`src/rtl/ppaf_pkg.sv`:
```
`timescale 1ns / 1ps

package ppaf_pkg;

    localparam int SAMPLE_W     = 12;
    localparam int MAX_POINTS   = 256;
    localparam int PEDESTAL_GAP = 10;
    localparam int NPTS_W       = 9;
    localparam int IDX_W        = $clog2(MAX_POINTS);
    localparam int SLOT_W       = $clog2(PEDESTAL_GAP);
    localparam int SUM_W        = 20;
    localparam int RECENT_W     = 16;
    localparam int FRAC_W       = 8;
    localparam int BG_W         = 20;
    localparam int AMP_W        = 28;
    localparam int DIVD_W       = SUM_W + FRAC_W;
    localparam int CNT_W        = $clog2(DIVD_W);
    localparam int PROD_W       = BG_W + NPTS_W;
    localparam int CFG_IDX_W    = 2;
    localparam int CFG_DATA_W   = 12;
    localparam int QUEUE_DEPTH  = 2;
    localparam int QPTR_W       = $clog2(QUEUE_DEPTH);
    localparam int QCNT_W       = $clog2(QUEUE_DEPTH + 1);

    localparam logic [CFG_IDX_W-1:0] CFG_N_POINTS  = CFG_IDX_W'(0);
    localparam logic [CFG_IDX_W-1:0] CFG_THRESHOLD = CFG_IDX_W'(1);

    typedef struct packed {
        logic                no_signal;
        logic [IDX_W-1:0]    cross_idx;
        logic [SUM_W-1:0]    ped_sum;
        logic [SUM_W-1:0]    run_sum;
        logic [SAMPLE_W-1:0] run_min;
        logic [NPTS_W-1:0]   n_pts;
    } t_job;

endpackage

```
`src/rtl/ppaf_front.sv`:
```
`timescale 1ns / 1ps

module ppaf_front import ppaf_pkg::*; (
    input  logic                i_clk,
    input  logic                i_rst_n,
    input  logic [NPTS_W-1:0]   i_n_pts,
    input  logic [SAMPLE_W-1:0] i_threshold,
    input  logic                i_in_valid,
    output logic                o_in_ready,
    input  logic [SAMPLE_W-1:0] i_sample,
    output logic                o_job_valid,
    input  logic                i_job_ready,
    output t_job                o_job
);

    logic [IDX_W-1:0]    r_idx;
    logic [SLOT_W-1:0]   r_slot;
    logic [SUM_W-1:0]    r_run_sum;
    logic [SAMPLE_W-1:0] r_run_min;
    logic                r_found;
    logic [IDX_W-1:0]    r_cross;
    logic [SUM_W-1:0]    r_ped_sum;
    logic [RECENT_W-1:0] r_recent;
    logic [SAMPLE_W-1:0] r_ring [PEDESTAL_GAP];

    logic                accept;
    logic                last;
    logic                cross_now;
    logic                n_found;
    logic [IDX_W-1:0]    n_cross;
    logic [SUM_W-1:0]    n_ped_sum;
    logic [SUM_W-1:0]    n_run_sum;
    logic [SAMPLE_W-1:0] n_run_min;
    logic [RECENT_W-1:0] n_recent;
    logic [SLOT_W-1:0]   n_slot;

    assign o_in_ready = i_job_ready;
    assign accept     = i_in_valid & o_in_ready;

    always_comb begin
        last      = ({1'b0, r_idx} + NPTS_W'(1)) >= i_n_pts;
        cross_now = !r_found && (i_sample < i_threshold);
        n_found   = r_found | cross_now;
        n_cross   = cross_now ? r_idx : r_cross;
        if (cross_now) begin
            if (r_idx > IDX_W'(PEDESTAL_GAP)) begin
                n_ped_sum = r_run_sum - SUM_W'(r_recent);
            end else begin
                n_ped_sum = '0;
            end
        end else begin
            n_ped_sum = r_ped_sum;
        end
        n_run_sum = r_run_sum + SUM_W'(i_sample);
        n_run_min = (i_sample < r_run_min) ? i_sample : r_run_min;
        if (r_idx >= IDX_W'(PEDESTAL_GAP)) begin
            n_recent = r_recent - RECENT_W'(r_ring[r_slot]) + RECENT_W'(i_sample);
        end else begin
            n_recent = r_recent + RECENT_W'(i_sample);
        end
        n_slot = (r_slot == SLOT_W'(PEDESTAL_GAP - 1)) ? '0 : r_slot + SLOT_W'(1);
    end

    assign o_job_valid       = accept & last;
    assign o_job.no_signal   = !n_found || (n_cross <= IDX_W'(PEDESTAL_GAP));
    assign o_job.cross_idx   = n_cross;
    assign o_job.ped_sum     = n_ped_sum;
    assign o_job.run_sum     = n_run_sum;
    assign o_job.run_min     = n_run_min;
    assign o_job.n_pts       = i_n_pts;

    always_ff @(posedge i_clk) begin
        if (!i_rst_n) begin
            r_idx     <= '0;
            r_slot    <= '0;
            r_run_sum <= '0;
            r_run_min <= '1;
            r_found   <= 1'b0;
            r_cross   <= '0;
            r_ped_sum <= '0;
            r_recent  <= '0;
        end else if (accept) begin
            if (last) begin
                r_idx     <= '0;
                r_slot    <= '0;
                r_run_sum <= '0;
                r_run_min <= '1;
                r_found   <= 1'b0;
                r_cross   <= '0;
                r_ped_sum <= '0;
                r_recent  <= '0;
            end else begin
                r_idx     <= r_idx + IDX_W'(1);
                r_slot    <= n_slot;
                r_run_sum <= n_run_sum;
                r_run_min <= n_run_min;
                r_found   <= n_found;
                r_cross   <= n_cross;
                r_ped_sum <= n_ped_sum;
                r_recent  <= n_recent;
            end
        end
    end

    always_ff @(posedge i_clk) begin
        if (accept) begin
            r_ring[r_slot] <= i_sample;
        end
    end

endmodule

```
`src/rtl/ppaf_queue.sv`:
```
`timescale 1ns / 1ps

module ppaf_queue import ppaf_pkg::*; (
    input  logic i_clk,
    input  logic i_rst_n,
    input  logic i_push_valid,
    output logic o_push_ready,
    input  t_job i_push_job,
    output logic o_pop_valid,
    input  logic i_pop_ready,
    output t_job o_pop_job
);

    t_job              r_mem [QUEUE_DEPTH];
    logic [QPTR_W-1:0] r_wr_ptr;
    logic [QPTR_W-1:0] r_rd_ptr;
    logic [QCNT_W-1:0] r_count;

    logic push;
    logic pop;

    assign o_push_ready = r_count != QCNT_W'(QUEUE_DEPTH);
    assign o_pop_valid  = r_count != '0;
    assign o_pop_job    = r_mem[r_rd_ptr];
    assign push         = i_push_valid & o_push_ready;
    assign pop          = o_pop_valid & i_pop_ready;

    always_ff @(posedge i_clk) begin
        if (!i_rst_n) begin
            r_wr_ptr <= '0;
            r_rd_ptr <= '0;
            r_count  <= '0;
        end else begin
            if (push) begin
                r_wr_ptr <= (r_wr_ptr == QPTR_W'(QUEUE_DEPTH - 1)) ? '0 : r_wr_ptr + QPTR_W'(1);
            end
            if (pop) begin
                r_rd_ptr <= (r_rd_ptr == QPTR_W'(QUEUE_DEPTH - 1)) ? '0 : r_rd_ptr + QPTR_W'(1);
            end
            if (push && !pop) begin
                r_count <= r_count + QCNT_W'(1);
            end else if (pop && !push) begin
                r_count <= r_count - QCNT_W'(1);
            end
        end
    end

    always_ff @(posedge i_clk) begin
        if (push) begin
            r_mem[r_wr_ptr] <= i_push_job;
        end
    end

endmodule

```
`src/rtl/ppaf_back.sv`:
```
`timescale 1ns / 1ps

module ppaf_back import ppaf_pkg::*; (
    input  logic                i_clk,
    input  logic                i_rst_n,
    input  logic                i_job_valid,
    output logic                o_job_ready,
    input  t_job                i_job,
    output logic                o_out_valid,
    input  logic                i_out_ready,
    output logic                o_status,
    output logic [IDX_W-1:0]    o_start_time,
    output logic [BG_W-1:0]     o_background,
    output logic [AMP_W-1:0]    o_amplitude,
    output logic [SAMPLE_W-1:0] o_minimum
);

    typedef enum logic [3:0] {
        S_IDLE = 4'b0001,
        S_DIV  = 4'b0010,
        S_MUL  = 4'b0100,
        S_FIN  = 4'b1000
    } t_back_state;

    t_back_state         r_state;
    t_job                r_job;
    logic [IDX_W-1:0]    r_rem;
    logic [DIVD_W-1:0]   r_dq;
    logic [CNT_W-1:0]    r_cnt;
    logic [PROD_W-1:0]   r_prod;
    logic                r_out_valid;
    logic                r_status;
    logic [IDX_W-1:0]    r_start;
    logic [BG_W-1:0]     r_bg;
    logic [AMP_W-1:0]    r_amp;
    logic [SAMPLE_W-1:0] r_min;

    logic [IDX_W-1:0]  len;
    logic [IDX_W:0]    trial;
    logic [IDX_W:0]    diff;
    logic              ge;
    logic [IDX_W-1:0]  n_rem;
    logic [BG_W-1:0]   bg;
    logic [PROD_W-1:0] neg;
    logic [PROD_W-1:0] amp_full;
    logic              out_free;

    always_comb begin
        len      = r_job.cross_idx - IDX_W'(PEDESTAL_GAP);
        trial    = {r_rem, r_dq[DIVD_W-1]};
        diff     = trial - {1'b0, len};
        ge       = trial >= {1'b0, len};
        n_rem    = ge ? diff[IDX_W-1:0] : trial[IDX_W-1:0];
        bg       = r_dq[BG_W-1:0];
        neg      = PROD_W'({r_job.run_sum, FRAC_W'(0)});
        amp_full = (r_prod > neg) ? r_prod - neg : '0;
        out_free = !r_out_valid || i_out_ready;
    end

    assign o_job_ready  = r_state == S_IDLE;
    assign o_out_valid  = r_out_valid;
    assign o_status     = r_status;
    assign o_start_time = r_start;
    assign o_background = r_bg;
    assign o_amplitude  = r_amp;
    assign o_minimum    = r_min;

    always_ff @(posedge i_clk) begin
        if (!i_rst_n) begin
            r_state     <= S_IDLE;
            r_out_valid <= 1'b0;
        end else begin
            case (r_state)
                S_IDLE: begin
                    if (i_job_valid) begin
                        r_state <= i_job.no_signal ? S_FIN : S_DIV;
                    end
                end
                S_DIV: begin
                    if (r_cnt == CNT_W'(DIVD_W - 1)) begin
                        r_state <= S_MUL;
                    end
                end
                S_MUL: begin
                    r_state <= S_FIN;
                end
                S_FIN: begin
                    if (out_free) begin
                        r_state <= S_IDLE;
                    end
                end
                default: begin
                    r_state <= S_IDLE;
                end
            endcase
            if (r_state == S_FIN && out_free) begin
                r_out_valid <= 1'b1;
            end else if (i_out_ready) begin
                r_out_valid <= 1'b0;
            end
        end
    end

    always_ff @(posedge i_clk) begin
        case (r_state)
            S_IDLE: begin
                if (i_job_valid) begin
                    r_job <= i_job;
                    r_dq  <= {i_job.ped_sum, FRAC_W'(0)};
                    r_rem <= '0;
                    r_cnt <= '0;
                end
            end
            S_DIV: begin
                r_rem <= n_rem;
                r_dq  <= {r_dq[DIVD_W-2:0], ge};
                r_cnt <= r_cnt + CNT_W'(1);
            end
            S_MUL: begin
                r_prod <= PROD_W'(bg) * PROD_W'(r_job.n_pts);
            end
            S_FIN: begin
                if (out_free) begin
                    if (r_job.no_signal) begin
                        r_status <= 1'b1;
                        r_start  <= '0;
                        r_bg     <= '0;
                        r_amp    <= '0;
                        r_min    <= '0;
                    end else begin
                        r_status <= 1'b0;
                        r_start  <= r_job.cross_idx;
                        r_bg     <= bg;
                        r_amp    <= amp_full[AMP_W-1:0];
                        r_min    <= r_job.run_min;
                    end
                end
            end
            default: begin
            end
        endcase
    end

endmodule

```
`src/rtl/pulse_pedestal_amplitude_fit_top.sv`:
```
// Pedestal-subtracted pulse integral over one waveform of ADC samples.
// Configuration channel (i_cfg_valid/o_cfg_ready, always ready): index 0 sets
// the samples per waveform (0 acts as 1, above 256 acts as 256), index 1 the
// threshold; other indexes are ignored. Reset gives 256 samples, threshold 2048.
// Sample channel (i_in_valid/o_in_ready): one 12-bit sample per request, one per
// cycle while the internal job queue has room.
// Result channel (o_out_valid/i_out_ready): one request per waveform, after its
// last sample. A fit passes through the bit-serial divider (one quotient bit per
// cycle) and a multiply; a no-signal result skips both. Back to back, the fit
// unit takes a new job only once it is through with the last one, so very
// short waveforms are bounded by the divider rather than the sample rate.
// A two-entry job queue sits between the sample front end and the fit unit, and
// the result is held in an output register: a stalled receiver first stops the
// fit unit, then fills the queue, then drops o_in_ready.
// Reset (synchronous, active low) clears the waveform state, the queue and the
// output valid, and restores the register defaults.
`timescale 1ns / 1ps

module pulse_pedestal_amplitude_fit_top import ppaf_pkg::*; (
    input  logic                  i_clk,
    input  logic                  i_rst_n,
    input  logic                  i_cfg_valid,
    output logic                  o_cfg_ready,
    input  logic [CFG_IDX_W-1:0]  i_cfg_index,
    input  logic [CFG_DATA_W-1:0] i_cfg_data,
    input  logic                  i_in_valid,
    output logic                  o_in_ready,
    input  logic [SAMPLE_W-1:0]   i_sample,
    output logic                  o_out_valid,
    input  logic                  i_out_ready,
    output logic                  o_status,
    output logic [IDX_W-1:0]      o_start_time,
    output logic [BG_W-1:0]       o_background,
    output logic [AMP_W-1:0]      o_amplitude,
    output logic [SAMPLE_W-1:0]   o_minimum
);

    logic [NPTS_W-1:0]   r_n_points;
    logic [SAMPLE_W-1:0] r_threshold;
    logic [NPTS_W-1:0]   n_pts_eff;

    logic push_valid;
    logic push_ready;
    t_job push_job;
    logic pop_valid;
    logic pop_ready;
    t_job pop_job;

    assign o_cfg_ready = 1'b1;

    always_comb begin
        if (r_n_points == '0) begin
            n_pts_eff = NPTS_W'(1);
        end else if (r_n_points > NPTS_W'(MAX_POINTS)) begin
            n_pts_eff = NPTS_W'(MAX_POINTS);
        end else begin
            n_pts_eff = r_n_points;
        end
    end

    always_ff @(posedge i_clk) begin
        if (!i_rst_n) begin
            r_n_points  <= NPTS_W'(256);
            r_threshold <= SAMPLE_W'(2048);
        end else if (i_cfg_valid && o_cfg_ready) begin
            case (i_cfg_index)
                CFG_N_POINTS: begin
                    r_n_points <= i_cfg_data[NPTS_W-1:0];
                end
                CFG_THRESHOLD: begin
                    r_threshold <= i_cfg_data[SAMPLE_W-1:0];
                end
                default: begin
                end
            endcase
        end
    end

    ppaf_front u_front (
        .i_clk       (i_clk),
        .i_rst_n     (i_rst_n),
        .i_n_pts     (n_pts_eff),
        .i_threshold (r_threshold),
        .i_in_valid  (i_in_valid),
        .o_in_ready  (o_in_ready),
        .i_sample    (i_sample),
        .o_job_valid (push_valid),
        .i_job_ready (push_ready),
        .o_job       (push_job)
    );

    ppaf_queue u_queue (
        .i_clk        (i_clk),
        .i_rst_n      (i_rst_n),
        .i_push_valid (push_valid),
        .o_push_ready (push_ready),
        .i_push_job   (push_job),
        .o_pop_valid  (pop_valid),
        .i_pop_ready  (pop_ready),
        .o_pop_job    (pop_job)
    );

    ppaf_back u_back (
        .i_clk        (i_clk),
        .i_rst_n      (i_rst_n),
        .i_job_valid  (pop_valid),
        .o_job_ready  (pop_ready),
        .i_job        (pop_job),
        .o_out_valid  (o_out_valid),
        .i_out_ready  (i_out_ready),
        .o_status     (o_status),
        .o_start_time (o_start_time),
        .o_background (o_background),
        .o_amplitude  (o_amplitude),
        .o_minimum    (o_minimum)
    );

endmodule

```
`config.mk`:
```
export PLATFORM = sky130hd
export DESIGN_NAME = pulse_pedestal_amplitude_fit_top
export DESIGN_NICKNAME = d
export VERILOG_FILES = /design/src/rtl/ppaf_pkg.sv /design/src/rtl/ppaf_front.sv /design/src/rtl/ppaf_queue.sv /design/src/rtl/ppaf_back.sv /design/src/rtl/pulse_pedestal_amplitude_fit_top.sv
export SDC_FILE = /design/constraint.sdc
export NUM_CORES = 1
export LEC_CHECK = 0
export BUFFER_PORTS_ARGS = -buffer_cell sky130_fd_sc_hd__buf_2
export CAP_MARGIN = 10
export CORE_MARGIN = 10
export CORE_UTILIZATION = 35
export CTS_BUF_LIST = sky130_fd_sc_hd__clkbuf_4 sky130_fd_sc_hd__clkbuf_8 sky130_fd_sc_hd__clkbuf_16
export CTS_CLUSTER_SIZE = 28
export DETAILED_ROUTE_END_ITERATION = 16
export PLACE_DENSITY = 0.61
export SETUP_SLACK_MARGIN = 0.2
export SYNTH_ARGS = -nofsm -noshare
export SYNTH_HDL_FRONTEND = slang
export SYNTH_HIERARCHICAL = 1
export SYNTH_SLANG_ARGS = --single-unit
```
`constraint.sdc`:
```
create_clock -name i_clk -period 6.8 [get_ports i_clk]
set_input_delay 1.36 -clock i_clk [delete_from_list [all_inputs] [get_ports i_clk]]
set_output_delay 1.36 -clock i_clk [all_outputs]
set_load 0.01 [all_outputs]
```
== Yosys cells after proc, flatten, opt, wreduce, memory -nomap -nowiden ==
Memories as Yosys holds them, arrays and structs flattened. A register that Yosys moved wholly into a read port is not among the register bits.
Cells that the tools add are included.
Storage, ports and cells
  register bits after elaboration: 308
  RAM bits: 260
  input port bits: 31
  word-level logic and storage cells: 141
  memories kept: 2
Memories
  u_queue.r_mem: depth 2, width 70, rd ports 1, clocked after Yosys merged registers in 1, write ports 1, RTL line ppaf_queue.sv:14  | t_job r_mem [QUEUE_DEPTH];
  u_front.r_ring: depth 10, width 12, rd ports 1, clocked after Yosys merged registers in 1, write ports 1, RTL line ppaf_front.sv:24  | logic [SAMPLE_W-1:0] r_ring [PEDESTAL_GAP];
Operators by class
  $add $sub $neg: 16
  $mul: 1
  order comparisons: 9
  eq/ne operators: 11
  multiplexer cells: 43
  bitwise gates (word level): 6
  reductions and logical operators: 24
Operators by type and width (number)
  $mux W20: 4
  $pmux W28 S2: 1
  $mux W8: 5
  $add A16 B12 Y16: 2
  $mux W16: 2
  $mux W4: 8
  $gt A29 B28 Y1: 1
  $mul A20 B9 Y29: 1
  $mux W28: 1
  $sub A28 B28 Y28: 1
  $lt A12 B12 Y1: 2
  $mux W12: 2
  $add A20 B12 Y20: 1
  $sub A20 B16 Y20: 1
  $mux W9: 2
  $pmux W4 S4: 1
  $pmux W8 S2: 1
  $sub A16 B12 Y16: 1
  $mux W1: 12
  $pmux W5 S2: 1
  $reduce_and A2 Y1: 5
  $add A8 B1 Y9 const B: 1
  $ge A9 B8 Y1: 1
  $ge A9 B9 Y1: 1
  other kinds (33): 52

== Longest topological paths before layout ==
  depth after elaboration: 10
  mapped depth: 19
  gate-level depth less buffers: 18

== By module ==
Netlist, hierarchy kept.
By module, submodules not included
  ppaf_back: instances 1, cells each 1314, area each 14093.5 µm², sequential area each 5775.5 µm²
  ppaf_front: instances 1, cells each 1312, area each 13147.6 µm², sequential area each 5465.2 µm²
  ppaf_queue: instances 1, cells each 242, area each 5275.1 µm², sequential area each 4304.1 µm²
  pulse_pedestal_amplitude_fit_top: instances 1, cells each 97, area each 918.4 µm², sequential area each 420.4 µm²

== Worst setup path before layout ==
Ideal clock, no wire load.
  path kind: input to register
  start point: input port i_out_ready
  end point: register u_back.r_amp[0], in the netlist u_back/o_amplitude[0] (enable)
  library setup time: 0.505 ns
  arrival: 4.494 ns
  required time: 6.295 ns
  setup slack: 1.802 ns
  cell stages on the path: 2
  buffers on the path: 0
  cells stage by stage: nor2b_1 nor2b_1
Between the ends
  word-level cells in the longest chain between the ends: 2
RTL lines
  from (decl): RTL line pulse_pedestal_amplitude_fit_top.sv:30  | input logic i_out_ready,
  $logic_or A1 B1 Y1: RTL line ppaf_back.sv:57  | out_free = !r_out_valid || i_out_ready;
  $reduce_and A2 Y1 (no line)
  to (signal assigned): RTL line ppaf_back.sv:134  | r_amp <= amp_full[AMP_W-1:0];
  to (decl): RTL line ppaf_back.sv:35  | logic [AMP_W-1:0] r_amp;
Every way passes these cells.
A chain may end at the register's enable or synchronous reset.

== Final worst setup path ==
  start point: register u_back/r_job[8] (netlist bit)
  end point: register u_back.r_prod[28], data pin
Between the ends
  word-level cells in the longest chain between the ends: 1
RTL lines
  from (decl): RTL line ppaf_back.sv:26  | t_job r_job;
  from (signal assigned): RTL line ppaf_back.sv:108  | r_job <= i_job;
  $mul A20 B9 Y29: RTL line ppaf_back.sv:120  | r_prod <= PROD_W'(bg) * PROD_W'(r_job.n_pts);
  to (signal assigned): RTL line ppaf_back.sv:120
  to (decl): RTL line ppaf_back.sv:30  | logic [PROD_W-1:0] r_prod;
Every way passes these cells.

==> results.yml <==
timing:
  skew_ns: 0.0340
  fin_tns_setup_ns: 0
  hold_viol_final: 0
  rsz0062_at_grt: "no"
  slew_viol_final: 0
  fin_ws_ns: 1.40
  fin_crit_ns: 5.40
  finalSetupViolations: 0
  maxSlewHeadroom_pct: 24.7
  fmax_ghz: 0.185
  tightest_slew_ns: 1.13
  fin_crit_sh_pct: 79.3
global_route:
  grt_pass1_vias: 21641
  grt_overflow: 0
  grt_pass1_wl_mm: 122
  antenna_found_initial: 0
  grt_max_degree: 71
  track_usage_pct: 14.1
yosys:
  synth_compound_area_share_pct: 10.6
  synth_top_family_by_area: "adder cells"
  postSynthAreaPerCell_sq_um: 11.3
  synth_fa_ha_area_share_pct: 15.0
  synth.mux.area_fraction_pct: 5.65
  synthSimpleGateAreaFrac_pct: 12.8
  synth_edf_count: 449
  synthesis.nets: 3311
  yosysSeqAreaShare_pct: 47.8
  synth_area_sq_um: 33400
  synth-main-ff-cell: "edfxtp_1"
  synth-warning-count: 6
  synth.distinct_cells: 95
  syn_inst: 2965
  synth_xor_xnor_area_share_pct: 2.70
  synth-seq-cells: 573
  synthArstFlopShare_pct: 0
cts:
  cts.path.max_buffers: 3
  clock_latency_ns: 0.63
  cts-buffers-inserted: 66
  cts.clk_slew.worst_paths_ns: 0.06
  post_cts_buffers: 0
  cts_tree: "done"
  postCtsHoldBufs: 0
  post_cts_resized: 0
  cts-root-buf: "clkbuf_16"
  htree_levels: 3
  cts_sinks: 573
cells_and_area:
  multiInputGateArea_sq_um: 15700
  layout.area.seq_sq_um: 16000
  final_layout_size_suffix_gt1_share_pct: 13.3
  layout.nets: 3364
  final_cell_mix: "449 x edfxtp_1, 305 x inv_1, 274 x nand2_1, 171 x ha_1, 150 x nor2_1"
  layout_commonest_cell: "edfxtp_1"
  n_antenna_cell: 0
  final_cell_count_no_fill: 4336
  syn2layout_area_growth_pct: 11.9
  final.fill_count: 9104
hold_path:
  min_to: "r_threshold[10]"
  hp-class: "flop to flop"
  hold_depth: 2
  hold_start: "r_threshold[10]"
job:
  maxCapViolCount: 0
die:
  fp.dieH_microns: 329
  num_rows: 113
  fp.dieW_microns: 329
  core_area_sq_um: 94900
  initial_core_util_pct: 35.2
  pin_count: 103
  die-area_sq_um: 108000
placed_design:
  place.gp.congestion: 0.854
  placed_cells: 4214
  dp_slack_ns: 1.46
  dp_hpwl_mm: 55.1
  numPortBuffers: 101
setup_path:
  endpoint_kind: "flop"
  cp_cell_sequence: "and2_1 -> fa_1 -> fa_1 -> fa_1 -> inv_1 -> fa_1 -> inv_1 -> ha_1 -> a211o_1 -> o32a_1 -> o311ai_2 -> a31o_1 -> o21ai_1 -> xnor2_1"
  critical-path-slowest-cell: "edfxtp_1"
  cp_common_cell: "fa_1"
  cp-start-kind: "flop"
  arrival_ns: 5.74
  r2r_slack_ns: 1.40
  cpPeakStageDelay_ns: 0.65
  regToRegEndpoint: "u_back/r_prod[28]"
  reg2reg_depth: 14
  worstReg2RegStart: "u_back/r_job[8]"
  critPathKind: "flop to flop"
  crit_required_ns: 7.15
  path_max_fanout: 20
drt:
  antenna_left: 0
  drt-vias-per-instance: 5.09
  drt-initial-drc-count: 1578
  vias: 22062
  drt-pass1-iter-count: 5
  wl_mm: 77.5
  drc: 0
  wire_per_inst_microns: 17.9
status:
  status: "finished, final reports clean"
## final cells by class
cell class / instances / share of cell area (%)
flip-flops and latches: 573 / 42.7
multi-input cells: 1934 / 42.0
clock buffers: 97 / 5.20
well taps: 1265 / 4.23
inverters: 307 / 3.08
repair buffers: 136 / 2.05
clock inverters: 24 / 0.769
## per-layer routing
| metal | global-route usage [%] | part of all wire [%] | up-vias |
|---|---|---|---|
| li1 | - | - | 10551 |
| met1 | 19.2 | 46 | 10922 |
| met2 | 23.0 | 47 | 474 |
| met3 | 2.21 | 4.4 | 115 |
| met4 | 3.97 | 2.3 | 0 |
| met5 | 0 | 0 | - |
## Yosys cell counts, types with 8 or more instances
cell	number	area share [%]
a211o_1	9	0.24
a211oi_1	24	0.54
a21o_1	44	0.99
a21oi_1	122	1.8
a22o_1	22	0.58
a22oi_1	27	0.61
a31oi_1	15	0.28
and2_1	115	2.2
and3_1	19	0.36
buf_2	24	0.36
buf_4	14	0.31
clkbuf_1	102	1.1
dfxtp_1	124	7.4
edfxtp_1	449	40
fa_1	144	8.6
ha_1	171	6.4
inv_1	307	3.4
mux2_2	79	2.7
mux2i_1	46	1.4
mux4_2	24	1.6
nand2_1	276	3.1
nand2b_1	13	0.24
nand3_1	47	0.70
nand3b_1	8	0.18
nand4_1	17	0.32
nor2_1	152	1.7
nor2b_1	85	1.6
nor3_1	44	0.66
nor4_1	12	0.22
o211ai_1	27	0.61
o21a_1	19	0.43
o21ai_0	77	1.2
o21ai_1	18	0.27
o31ai_1	15	0.34
or3_1	15	0.28
or4_1	17	0.38
xnor2_1	58	1.5
xor2_1	45	1.2
## kinds of logic (layout without fill, tap and decap cells)
group | Yosys count | in the layout
mux | 149 | 149
compound gates | 513 | 513
fa+ha+maj | 315 | 315
flops | 573 | 573
buf+inv | 458 | 564
xor+xnor | 103 | 103
other cells | 1 | 1
simple gates | 853 | 853
## metrics by stage
stage	instance area, sq um	hold WS, ns	utilization (%)
after floorplan	33400	0.425	-
after detailed placement	35200	0.445	37.1
final	37400	0.458	39.4
after CTS	37400	0.458	39.4
after global routing	37400	0.479	39.4
after global placement	35200	0.436	37.1
## critical path, delay by kind of cell, from the launching register on
| kind | cells | cell delay (ns) |
|---|---|---|
| fa+ha+maj | 5 | 2.51 |
| simple gates | 1 | 0.30 |
| buf+inv | 2 | 0.10 |
| flops | 1 | 0.65 |
| compound gates | 5 | 1.43 |
| xor+xnor | 1 | 0.13 |
## registers in the layout, summed over array words and instances, names as in the netlist, 9 cells and up, named ones only
register	flops
u_back/o_minimum	12
u_back/o_amplitude	28
u_front/r_run_sum	20
u_front/r_run_min	12
u_back/r_dq	28
u_back/r_job	30
r_n_points	9
u_front/r_ring	120
r_threshold	12
u_back/o_background	20
u_queue/r_mem	140
u_back/neg	20
u_back/r_prod	29
u_front/r_ped_sum	20
u_front/r_recent	16
## worst max-delay path by stage
stage | startpoint | endpoint | slack [ns] | depth (start not counted)
after floorplan | i_out_ready | u_back/o_amplitude[0] | 1.80 | 2
after global placement | u_back/r_job[2] | u_back/r_prod[28] | 1.51 | 15
after detailed placement | u_back/r_job[2] | u_back/r_prod[28] | 1.46 | 15
after CTS | u_back/r_job[2] | u_back/r_prod[28] | 1.42 | 15
after global routing | u_back/r_job[2] | u_back/r_prod[28] | 1.09 | 15
final | u_back/r_job[8] | u_back/r_prod[28] | 1.40 | 14
Power is not shown: default switching activity piles up to over one toggle a cycle in this logic, so the estimate is an artifact.
